[config.mk]
export PLATFORM = sky130hd
export DESIGN_NAME = sorted_key_table_unit
export DESIGN_NICKNAME = d
export VERILOG_FILES = /design/src/rtl/skt_pkg.sv /design/src/rtl/skt_cell.sv /design/src/rtl/sorted_key_table_unit.sv
export SDC_FILE = /design/constraint.sdc
export NUM_CORES = 2
export LEC_CHECK = 0
export BUFFER_PORTS_ARGS = -buffer_cell sky130_fd_sc_hd__clkbuf_2
export CORE_MARGIN = 1.5
export CORE_UTILIZATION = 35
export CTS_CLUSTER_DIAMETER = 150
export DETAILED_ROUTE_END_ITERATION = 6
export GPL_ROUTABILITY_DRIVEN = 0
export RECOVER_POWER = 50
export SYNTH_ARGS = -nofsm -noshare
export SYNTH_HDL_FRONTEND = slang
export SYNTH_SLANG_ARGS = --single-unit
export TNS_END_PERCENT = 1
[constraint.sdc]
create_clock -name clk -period 12.9 [get_ports clk]
set_clock_uncertainty 0.1 [all_clocks]
set_input_delay 2.58 -clock clk [delete_from_list [all_inputs] [get_ports clk]]
set_output_delay 2.58 -clock clk [all_outputs]
set_load 0.005 [all_outputs]
[src/rtl/skt_pkg.sv]
// ----------------------------------------------------------------------------
// skt_pkg: shared types and codes for the sorted key table
// Operation and status codes, default sizes and the command word that is
// broadcast to every cell of the chain.
// ----------------------------------------------------------------------------
`default_nettype none

package skt_pkg;

  localparam int unsigned CAPACITY_DEF = 16;
  localparam int unsigned TAG_BITS_DEF = 32;

  localparam int unsigned KEY_W    = 32;
  localparam int unsigned IN_TAG_W = 32;
  localparam int unsigned STATUS_W = 3;
  localparam int unsigned POS_W    = 5;
  localparam int unsigned OUT_TAG_W = 32;

  typedef enum logic [1:0] {
    KIND_INSERT = 2'd0,
    KIND_DELETE = 2'd1,
    KIND_SEARCH = 2'd2
  } kind_t;

  typedef enum logic [2:0] {
    ST_INSERTED  = 3'd0,
    ST_DUPLICATE = 3'd1,
    ST_FULL      = 3'd2,
    ST_DELETED   = 3'd3,
    ST_NOTFOUND  = 3'd4,
    ST_FOUND     = 3'd5
  } status_t;

  // Command broadcast along the chain for one transaction
  typedef struct packed {
    logic                     ins;
    logic                     del;
    logic signed [KEY_W-1:0]  key;
  } skt_cmd_t;

endpackage

`default_nettype wire

[src/rtl/skt_cell.sv]
// ----------------------------------------------------------------------------
// skt_cell: one slot of the sorted key chain
// Holds one key and tag, compares the key against the probe key and on an
// insert or delete either keeps its entry, takes the new one, or takes the
// entry of its left or right neighbour.
// ----------------------------------------------------------------------------
`default_nettype none

module skt_cell #(
  parameter int unsigned TAG_BITS = skt_pkg::TAG_BITS_DEF
) (
  input  wire logic                              clk,
  input  wire skt_pkg::skt_cmd_t                 cmd,
  input  wire logic [TAG_BITS-1:0]               new_tag,
  input  wire logic                              valid,
  input  wire logic                              left_lt,
  input  wire logic signed [skt_pkg::KEY_W-1:0]  left_key,
  input  wire logic [TAG_BITS-1:0]               left_tag,
  input  wire logic signed [skt_pkg::KEY_W-1:0]  right_key,
  input  wire logic [TAG_BITS-1:0]               right_tag,
  output logic signed [skt_pkg::KEY_W-1:0]       key,
  output logic [TAG_BITS-1:0]                    tag,
  output logic                                   lt,
  output logic                                   eq
);

  assign lt = valid && (key < cmd.key);
  assign eq = valid && (key == cmd.key);

  // On an insert or delete, entries below the probe hold; the rest move one place
  always_ff @(posedge clk) begin
    if (cmd.ins && !lt) begin
      if (left_lt) begin
        key <= cmd.key;
        tag <= new_tag;
      end else begin
        key <= left_key;
        tag <= left_tag;
      end
    end else if (cmd.del && !lt) begin
      key <= right_key;
      tag <= right_tag;
    end
  end

endmodule

`default_nettype wire

[src/rtl/sorted_key_table_unit.sv]
// ----------------------------------------------------------------------------
// sorted_key_table_unit: sorted table of unique signed keys with name tags
// Input transactions arrive on the s_ channel: s_tuser carries the operation
// (insert, delete, search), s_tdata the key and the tag. Each transaction
// gives exactly one result on the m_ channel: status, 1-based position and
// tag of a found key. The table is a chain of CAPACITY cells; every cell
// compares its key with the probe in parallel and an insert or delete shifts
// the chain by one place in the same cycle, and its result is registered:
// one item per cycle sustained while the receiver does not stall the result.
// The rate is set by the broadcast compare and the shift of the chain.
// The result register parts the two sides: a new transaction is taken while
// the held result is taken in the same cycle; while the receiver stalls, the
// result holds and s_tready is low. Reset empties the table (entry count zero),
// holds s_tready low and drops any pending result; no clearing pass is needed.
// ----------------------------------------------------------------------------
`default_nettype none

module sorted_key_table_unit #(
  parameter int unsigned CAPACITY = skt_pkg::CAPACITY_DEF,
  parameter int unsigned TAG_BITS = skt_pkg::TAG_BITS_DEF
) (
  input  wire logic        clk,
  input  wire logic        rst,
  input  wire logic        s_tvalid,
  output logic             s_tready,
  input  wire logic [63:0] s_tdata,   // key[31:0], tag[63:32]
  input  wire logic [1:0]  s_tuser,   // kind[1:0]
  output logic             m_tvalid,
  input  wire logic        m_tready,
  output logic [39:0]      m_tdata    // status[2:0], position[7:3], found_tag[39:8]
);

  localparam int unsigned CW = $clog2(CAPACITY + 1);
  localparam int unsigned KW = skt_pkg::KEY_W;

  logic [CW-1:0]         count;
  logic [CW-1:0]         count_next;
  logic                  s_fire;
  skt_pkg::skt_cmd_t     cmd;
  skt_pkg::kind_t        kind;
  logic [TAG_BITS+skt_pkg::IN_TAG_W-1:0] tag_ext;
  logic [TAG_BITS-1:0]   new_tag;

  logic signed [KW-1:0]  cell_key [CAPACITY];
  logic [TAG_BITS-1:0]   cell_tag [CAPACITY];
  logic [CAPACITY-1:0]   lt_vec;
  logic [CAPACITY-1:0]   eq_vec;
  logic [CAPACITY-1:0]   valid_vec;

  logic                  hit;
  logic                  full;
  logic [CW-1:0]         pos_wide;
  logic [CW+skt_pkg::POS_W-1:0] pos_ext;
  logic [TAG_BITS-1:0]   hit_tag;
  logic [TAG_BITS+skt_pkg::OUT_TAG_W-1:0] hit_tag_ext;
  skt_pkg::status_t      res_status;
  logic [skt_pkg::POS_W-1:0]     res_pos;
  logic [skt_pkg::OUT_TAG_W-1:0] res_tag;

  assign s_tready = !rst && (!m_tvalid || m_tready);
  assign s_fire   = s_tvalid && s_tready;
  assign kind     = skt_pkg::kind_t'(s_tuser);

  assign tag_ext  = {{TAG_BITS{1'b0}}, s_tdata[63:32]};
  assign new_tag  = tag_ext[TAG_BITS-1:0];

  assign hit  = |eq_vec;
  assign full = (count == CW'(CAPACITY));

  assign cmd.key = s_tdata[KW-1:0];
  assign cmd.ins = s_fire && (kind == skt_pkg::KIND_INSERT) && !hit && !full;
  assign cmd.del = s_fire && (kind == skt_pkg::KIND_DELETE) && hit;

  genvar gi;
  generate
    for (gi = 0; gi < CAPACITY; gi++) begin : g_cell
      logic                 left_lt_i;
      logic signed [KW-1:0] left_key_i;
      logic [TAG_BITS-1:0]  left_tag_i;
      logic signed [KW-1:0] right_key_i;
      logic [TAG_BITS-1:0]  right_tag_i;

      assign valid_vec[gi] = (CW'(gi) < count);

      if (gi == 0) begin : g_first
        assign left_lt_i  = 1'b1;
        assign left_key_i = cmd.key;
        assign left_tag_i = new_tag;
      end else begin : g_mid
        assign left_lt_i  = lt_vec[gi-1];
        assign left_key_i = cell_key[gi-1];
        assign left_tag_i = cell_tag[gi-1];
      end

      if (gi == CAPACITY - 1) begin : g_last
        // Vacated slot beyond the count: contents are never read
        assign right_key_i = cell_key[gi];
        assign right_tag_i = cell_tag[gi];
      end else begin : g_inner
        assign right_key_i = cell_key[gi+1];
        assign right_tag_i = cell_tag[gi+1];
      end

      skt_cell #(
        .TAG_BITS (TAG_BITS)
      ) u_cell (
        .clk       (clk),
        .cmd       (cmd),
        .new_tag   (new_tag),
        .valid     (valid_vec[gi]),
        .left_lt   (left_lt_i),
        .left_key  (left_key_i),
        .left_tag  (left_tag_i),
        .right_key (right_key_i),
        .right_tag (right_tag_i),
        .key       (cell_key[gi]),
        .tag       (cell_tag[gi]),
        .lt        (lt_vec[gi]),
        .eq        (eq_vec[gi])
      );
    end
  endgenerate

  // At most one cell matches: plain OR of the selected position and tag
  always_comb begin
    pos_wide = '0;
    hit_tag  = '0;
    for (int i = 0; i < CAPACITY; i++) begin
      if (eq_vec[i]) begin
        pos_wide = pos_wide | CW'(i + 1);
        hit_tag  = hit_tag | cell_tag[i];
      end
    end
  end

  assign pos_ext     = {{skt_pkg::POS_W{1'b0}}, pos_wide};
  assign hit_tag_ext = {{skt_pkg::OUT_TAG_W{1'b0}}, hit_tag};

  always_comb begin
    res_pos    = '0;
    res_tag    = '0;
    count_next = count;
    case (kind)
      skt_pkg::KIND_INSERT: begin
        if (hit) begin
          res_status = skt_pkg::ST_DUPLICATE;
        end else if (full) begin
          res_status = skt_pkg::ST_FULL;
        end else begin
          res_status = skt_pkg::ST_INSERTED;
          count_next = count + CW'(1);
        end
      end
      skt_pkg::KIND_DELETE: begin
        if (hit) begin
          res_status = skt_pkg::ST_DELETED;
          count_next = count - CW'(1);
        end else begin
          res_status = skt_pkg::ST_NOTFOUND;
        end
      end
      skt_pkg::KIND_SEARCH: begin
        if (hit) begin
          res_status = skt_pkg::ST_FOUND;
          res_pos    = pos_ext[skt_pkg::POS_W-1:0];
          res_tag    = hit_tag_ext[skt_pkg::OUT_TAG_W-1:0];
        end else begin
          res_status = skt_pkg::ST_NOTFOUND;
        end
      end
      default: begin
        res_status = skt_pkg::ST_NOTFOUND;
      end
    endcase
  end

  always_ff @(posedge clk) begin
    if (rst) begin
      count    <= '0;
      m_tvalid <= 1'b0;
    end else begin
      if (s_fire) begin
        count    <= count_next;
        m_tvalid <= 1'b1;
      end else if (m_tready) begin
        m_tvalid <= 1'b0;
      end
    end
  end

  always_ff @(posedge clk) begin
    if (s_fire) begin
      m_tdata <= {res_tag, res_pos, res_status};
    end
  end

  a_count_bound: assert property (@(posedge clk) disable iff (rst)
    count <= CW'(CAPACITY))
    else $error("entry count beyond capacity");

  a_unique_keys: assert property (@(posedge clk) disable iff (rst)
    $onehot0(eq_vec))
    else $error("more than one cell matches the probe key");

  a_insert_grows: assert property (@(posedge clk) disable iff (rst)
    cmd.ins |=> count == $past(count) + CW'(1))
    else $error("insert did not grow the table");

  a_delete_shrinks: assert property (@(posedge clk) disable iff (rst)
    cmd.del |=> count == $past(count) - CW'(1))
    else $error("delete did not shrink the table");

  a_sorted_prefix: assert property (@(posedge clk) disable iff (rst)
    (lt_vec & ~valid_vec) == '0 && ((lt_vec >> 1) & ~lt_vec) == '0)
    else $error("cells below the probe key do not form a prefix");

endmodule

`default_nettype wire
==> flow_summary.json <==
{
  "viasPerCell": 6.40,
  "syn_area_per_cell_um2": 12.3,
  "clkLatencyLatePin_ns": 0.81,
  "worstPathRequired_ns": 13.16,
  "drc": 1,
  "root_buffer": "clkbuf_16",
  "numCtsBuffers": 119,
  "ys_seq_area_frac": 0.459,
  "end_kind": "flop",
  "total_power_mw": 8.21,
  "yosys_register_bits": 1070,
  "slew_headroom": -2.05,
  "p_leak_nw": 29.6,
  "status": "complete, but fails checks",
  "cp_data_arrival_time_ns": 11.16,
  "cp-start-kind": "primary input",
  "grt_pass1_wl_mm": 390,
  "ctsResizeCount": 0,
  "die_y_um": 450,
  "clk_pin_slew_ns": 0.06,
  "dp_slack_ns": 3.22,
  "n_fill_cell": 19000,
  "place_area_um2": 73000,
  "die_x_um": 450,
  "cp-startpoint": "s_tdata[31]",
  "rsz0062_at_grt": "false",
  "drtAntennaViolNets": 0,
  "yosysWarnings": 0,
  "syn_inst": 5701,
  "syn2layout_area_growth_pct": 9.74,
  "vdd_ir_drop_max_uv": 113,
  "fmax_ghz": 0.0918,
  "synth_ff_type": "edfxtp_1",
  "min_period_ns": 10.90,
  "grt_max_degree": 161,
  "portBuffers": 111,
  "design.die.area_um2": 202000,
  "gr-usage-all-layers": 0.263,
  "timing.final.crit_share": 0.845,
  "mostFrequentLayoutCells": "edfxtp_1, mux2_2, mux2i_1, ha_1, mux2_1",
  "cts_sinks": 1070,
  "cts_tree": "built",
  "hold_buffers": 0,
  "min_from": "g_cell[15].u_cell.tag[20]",
  "fin_ws_ns": 2.00,
  "overflow": 0,
  "first_global_vias": 52400,
  "whs_ns": 0.458,
  "layout-drive-gt1-share": 0.179,
  "tightest_slew_ns": 4.57,
  "final_area_um2": 76700,
  "vias": 53600,
  "core_um2": 198000,
  "maxCapViolCount": 26,
  "post_cts_buffers": 0,
  "drt_wl_total_mm": 275,
  "drt-wirelength-per-cell_um": 32.9,
  "p_per_area_nw_per_um2": 107,
  "start_util": 0.353,
  "drv_slew": 751,
  "finalSetupViolCount": 0,
  "worstHoldPathType": "reg -> reg",
  "final_common_cell": "edfxtp_1",
  "fin_nets": 6198,
  "netlist_area_um2": 69900,
  "htreeDepth": 3,
  "synth_edf_count": 1064,
  "firstDrtPassIters": 7,
  "clockBufferDepth": 3,
  "std_cell_rows": 163,
  "io_pins": 112,
  "r2r-start": "g_cell[5].u_cell.key[31]",
  "drt_iter0_drc": 6837,
  "setup_tns_ns": 0,
  "synthArstFlopShare": 0,
  "violations": "design-rule violations, max-capacitance violations, max-slew violations",
  "hpwl_mm": 171,
  "synth.distinct_cells": 76,
  "critical_path.max_fanout": 64,
  "syn_nets": 6287,
  "timing_hold_violations_final": 0,
  "antenna_found_initial": 20,
  "crit_type": "in -> reg"
}
## power breakdown
group	internal, mW	switching (mW)	total, mW
Sequential	3.87	0.0528	3.93
Combinational	0.236	0.462	0.699
Clock	2.01	1.57	3.58
Total	6.12	2.09	8.21
## final cells by class
class,count,area [µm²],area share
multi-input combinational,4082,35600,0.464
sequential,1070,32100,0.418
timing repair buffer,215,1240,0.0162
antenna,15,37.5,0.000489
tap,2640,3300,0.0431
clock buffer,134,3030,0.0395
inverter,124,465,0.00607
clock inverter,88,946,0.0123
## metrics by stage
| stage | instances | utilization |
|---|---|---|
| finish | 8368 | 0.388 |
| global route | 8365 | 0.388 |
| CTS | 8352 | 0.389 |
| detailed placement | 8130 | 0.369 |
| global placement | 8130 | 0.369 |
| floorplan | 5701 | - |
## final timing paths
| check | depth (start not counted) | slack (ns) | end |
|---|---|---|---|
| setup / recovery | 11 | 2.00 | g_cell[10].u_cell.tag[12] |
| hold / removal | 1 | 0.46 | g_cell[14].u_cell.tag[20] |
| setup reg to reg | 9 | 4.71 | g_cell[10].u_cell.tag[12] |
| hold reg to reg | 1 | 0.46 | g_cell[14].u_cell.tag[20] |
## cell families after synthesis
family                     after synthesis  synth area share
and+or+nand+nor                        707            0.0526
muxes                                 1579             0.247
xor gates and xnor gates                 3          0.000376
buffers and inverters                  549            0.0343
adders and majority gates              516            0.0923
DFF                                   1070             0.459
AOI/OAI and AO/OA                     1277             0.114
## critical path, cell delays in order
cell and delay [ns]:
clkbuf_1 0.61, inv_1 0.59, ha_1 0.64, nand4_1 0.19, nor4_1 0.89, nand4_1 0.75
o2111ai_1 0.47, nor4_1 0.27, nand2_4 0.64, or2_1 2.89, o21ai_0 0.51
## state kept, by name (all words and copies together), names as in the netlist
register and count:
count 5, g_cell.u_cell.key 512, g_cell.u_cell.tag 512, m_tdata 40, m_tvalid 1
## routing by layer
layer / global-route usage / vias up / share of wire
met2: 0.400 / 3583 / 0.44
met4: 0.155 / 8 / 0.064
met1: 0.341 / 26800 / 0.39
li1: - / 22400 / -
met5: 0 / - / 0.00018
met3: 0.0622 / 866 / 0.11
## Yosys cell counts (all sizes together), types with 4 or more instances
| cell | n | area share |
|---|---|---|
| nor2 | 88 | 0.0049 |
| a211o | 4 | 0.00050 |
| buf | 154 | 0.013 |
| inv | 124 | 0.0067 |
| edfxtp | 1064 | 0.46 |
| a221o | 8 | 0.0011 |
| a211oi | 15 | 0.0016 |
| and2 | 14 | 0.0013 |
| a21o | 49 | 0.0053 |
| a222oi | 32 | 0.0046 |
| a22o | 86 | 0.011 |
| o211ai | 20 | 0.0021 |
| nand2 | 235 | 0.013 |
| o31a | 4 | 0.00050 |
| ha | 516 | 0.092 |
| or4 | 6 | 0.00064 |
| nand2b | 13 | 0.0012 |
| a221oi | 88 | 0.011 |
| and4 | 13 | 0.0016 |
| nor2b | 27 | 0.0024 |
| nor3 | 29 | 0.0023 |
| nand4 | 145 | 0.013 |
| a31oi | 161 | 0.014 |
| and3 | 21 | 0.0019 |
| o31ai | 5 | 0.00054 |
| a22oi | 28 | 0.0030 |
| a21boi | 9 | 0.00097 |
| nand3b | 4 | 0.00043 |
| mux2 | 1016 | 0.17 |
| nand3 | 57 | 0.0043 |
| clkbuf | 271 | 0.015 |
| a41oi | 14 | 0.0018 |
| and4b | 7 | 0.0010 |
| o21ai | 324 | 0.023 |
| dfxtp | 6 | 0.0017 |
| or3 | 9 | 0.00081 |
| a2111o | 5 | 0.00081 |
| a21oi | 400 | 0.029 |
| nor3b | 4 | 0.00057 |
| nor4 | 25 | 0.0025 |
| o21a | 4 | 0.00043 |
| mux2i | 563 | 0.081 |
No activity file was read; power rests on OpenSTA's default activity.
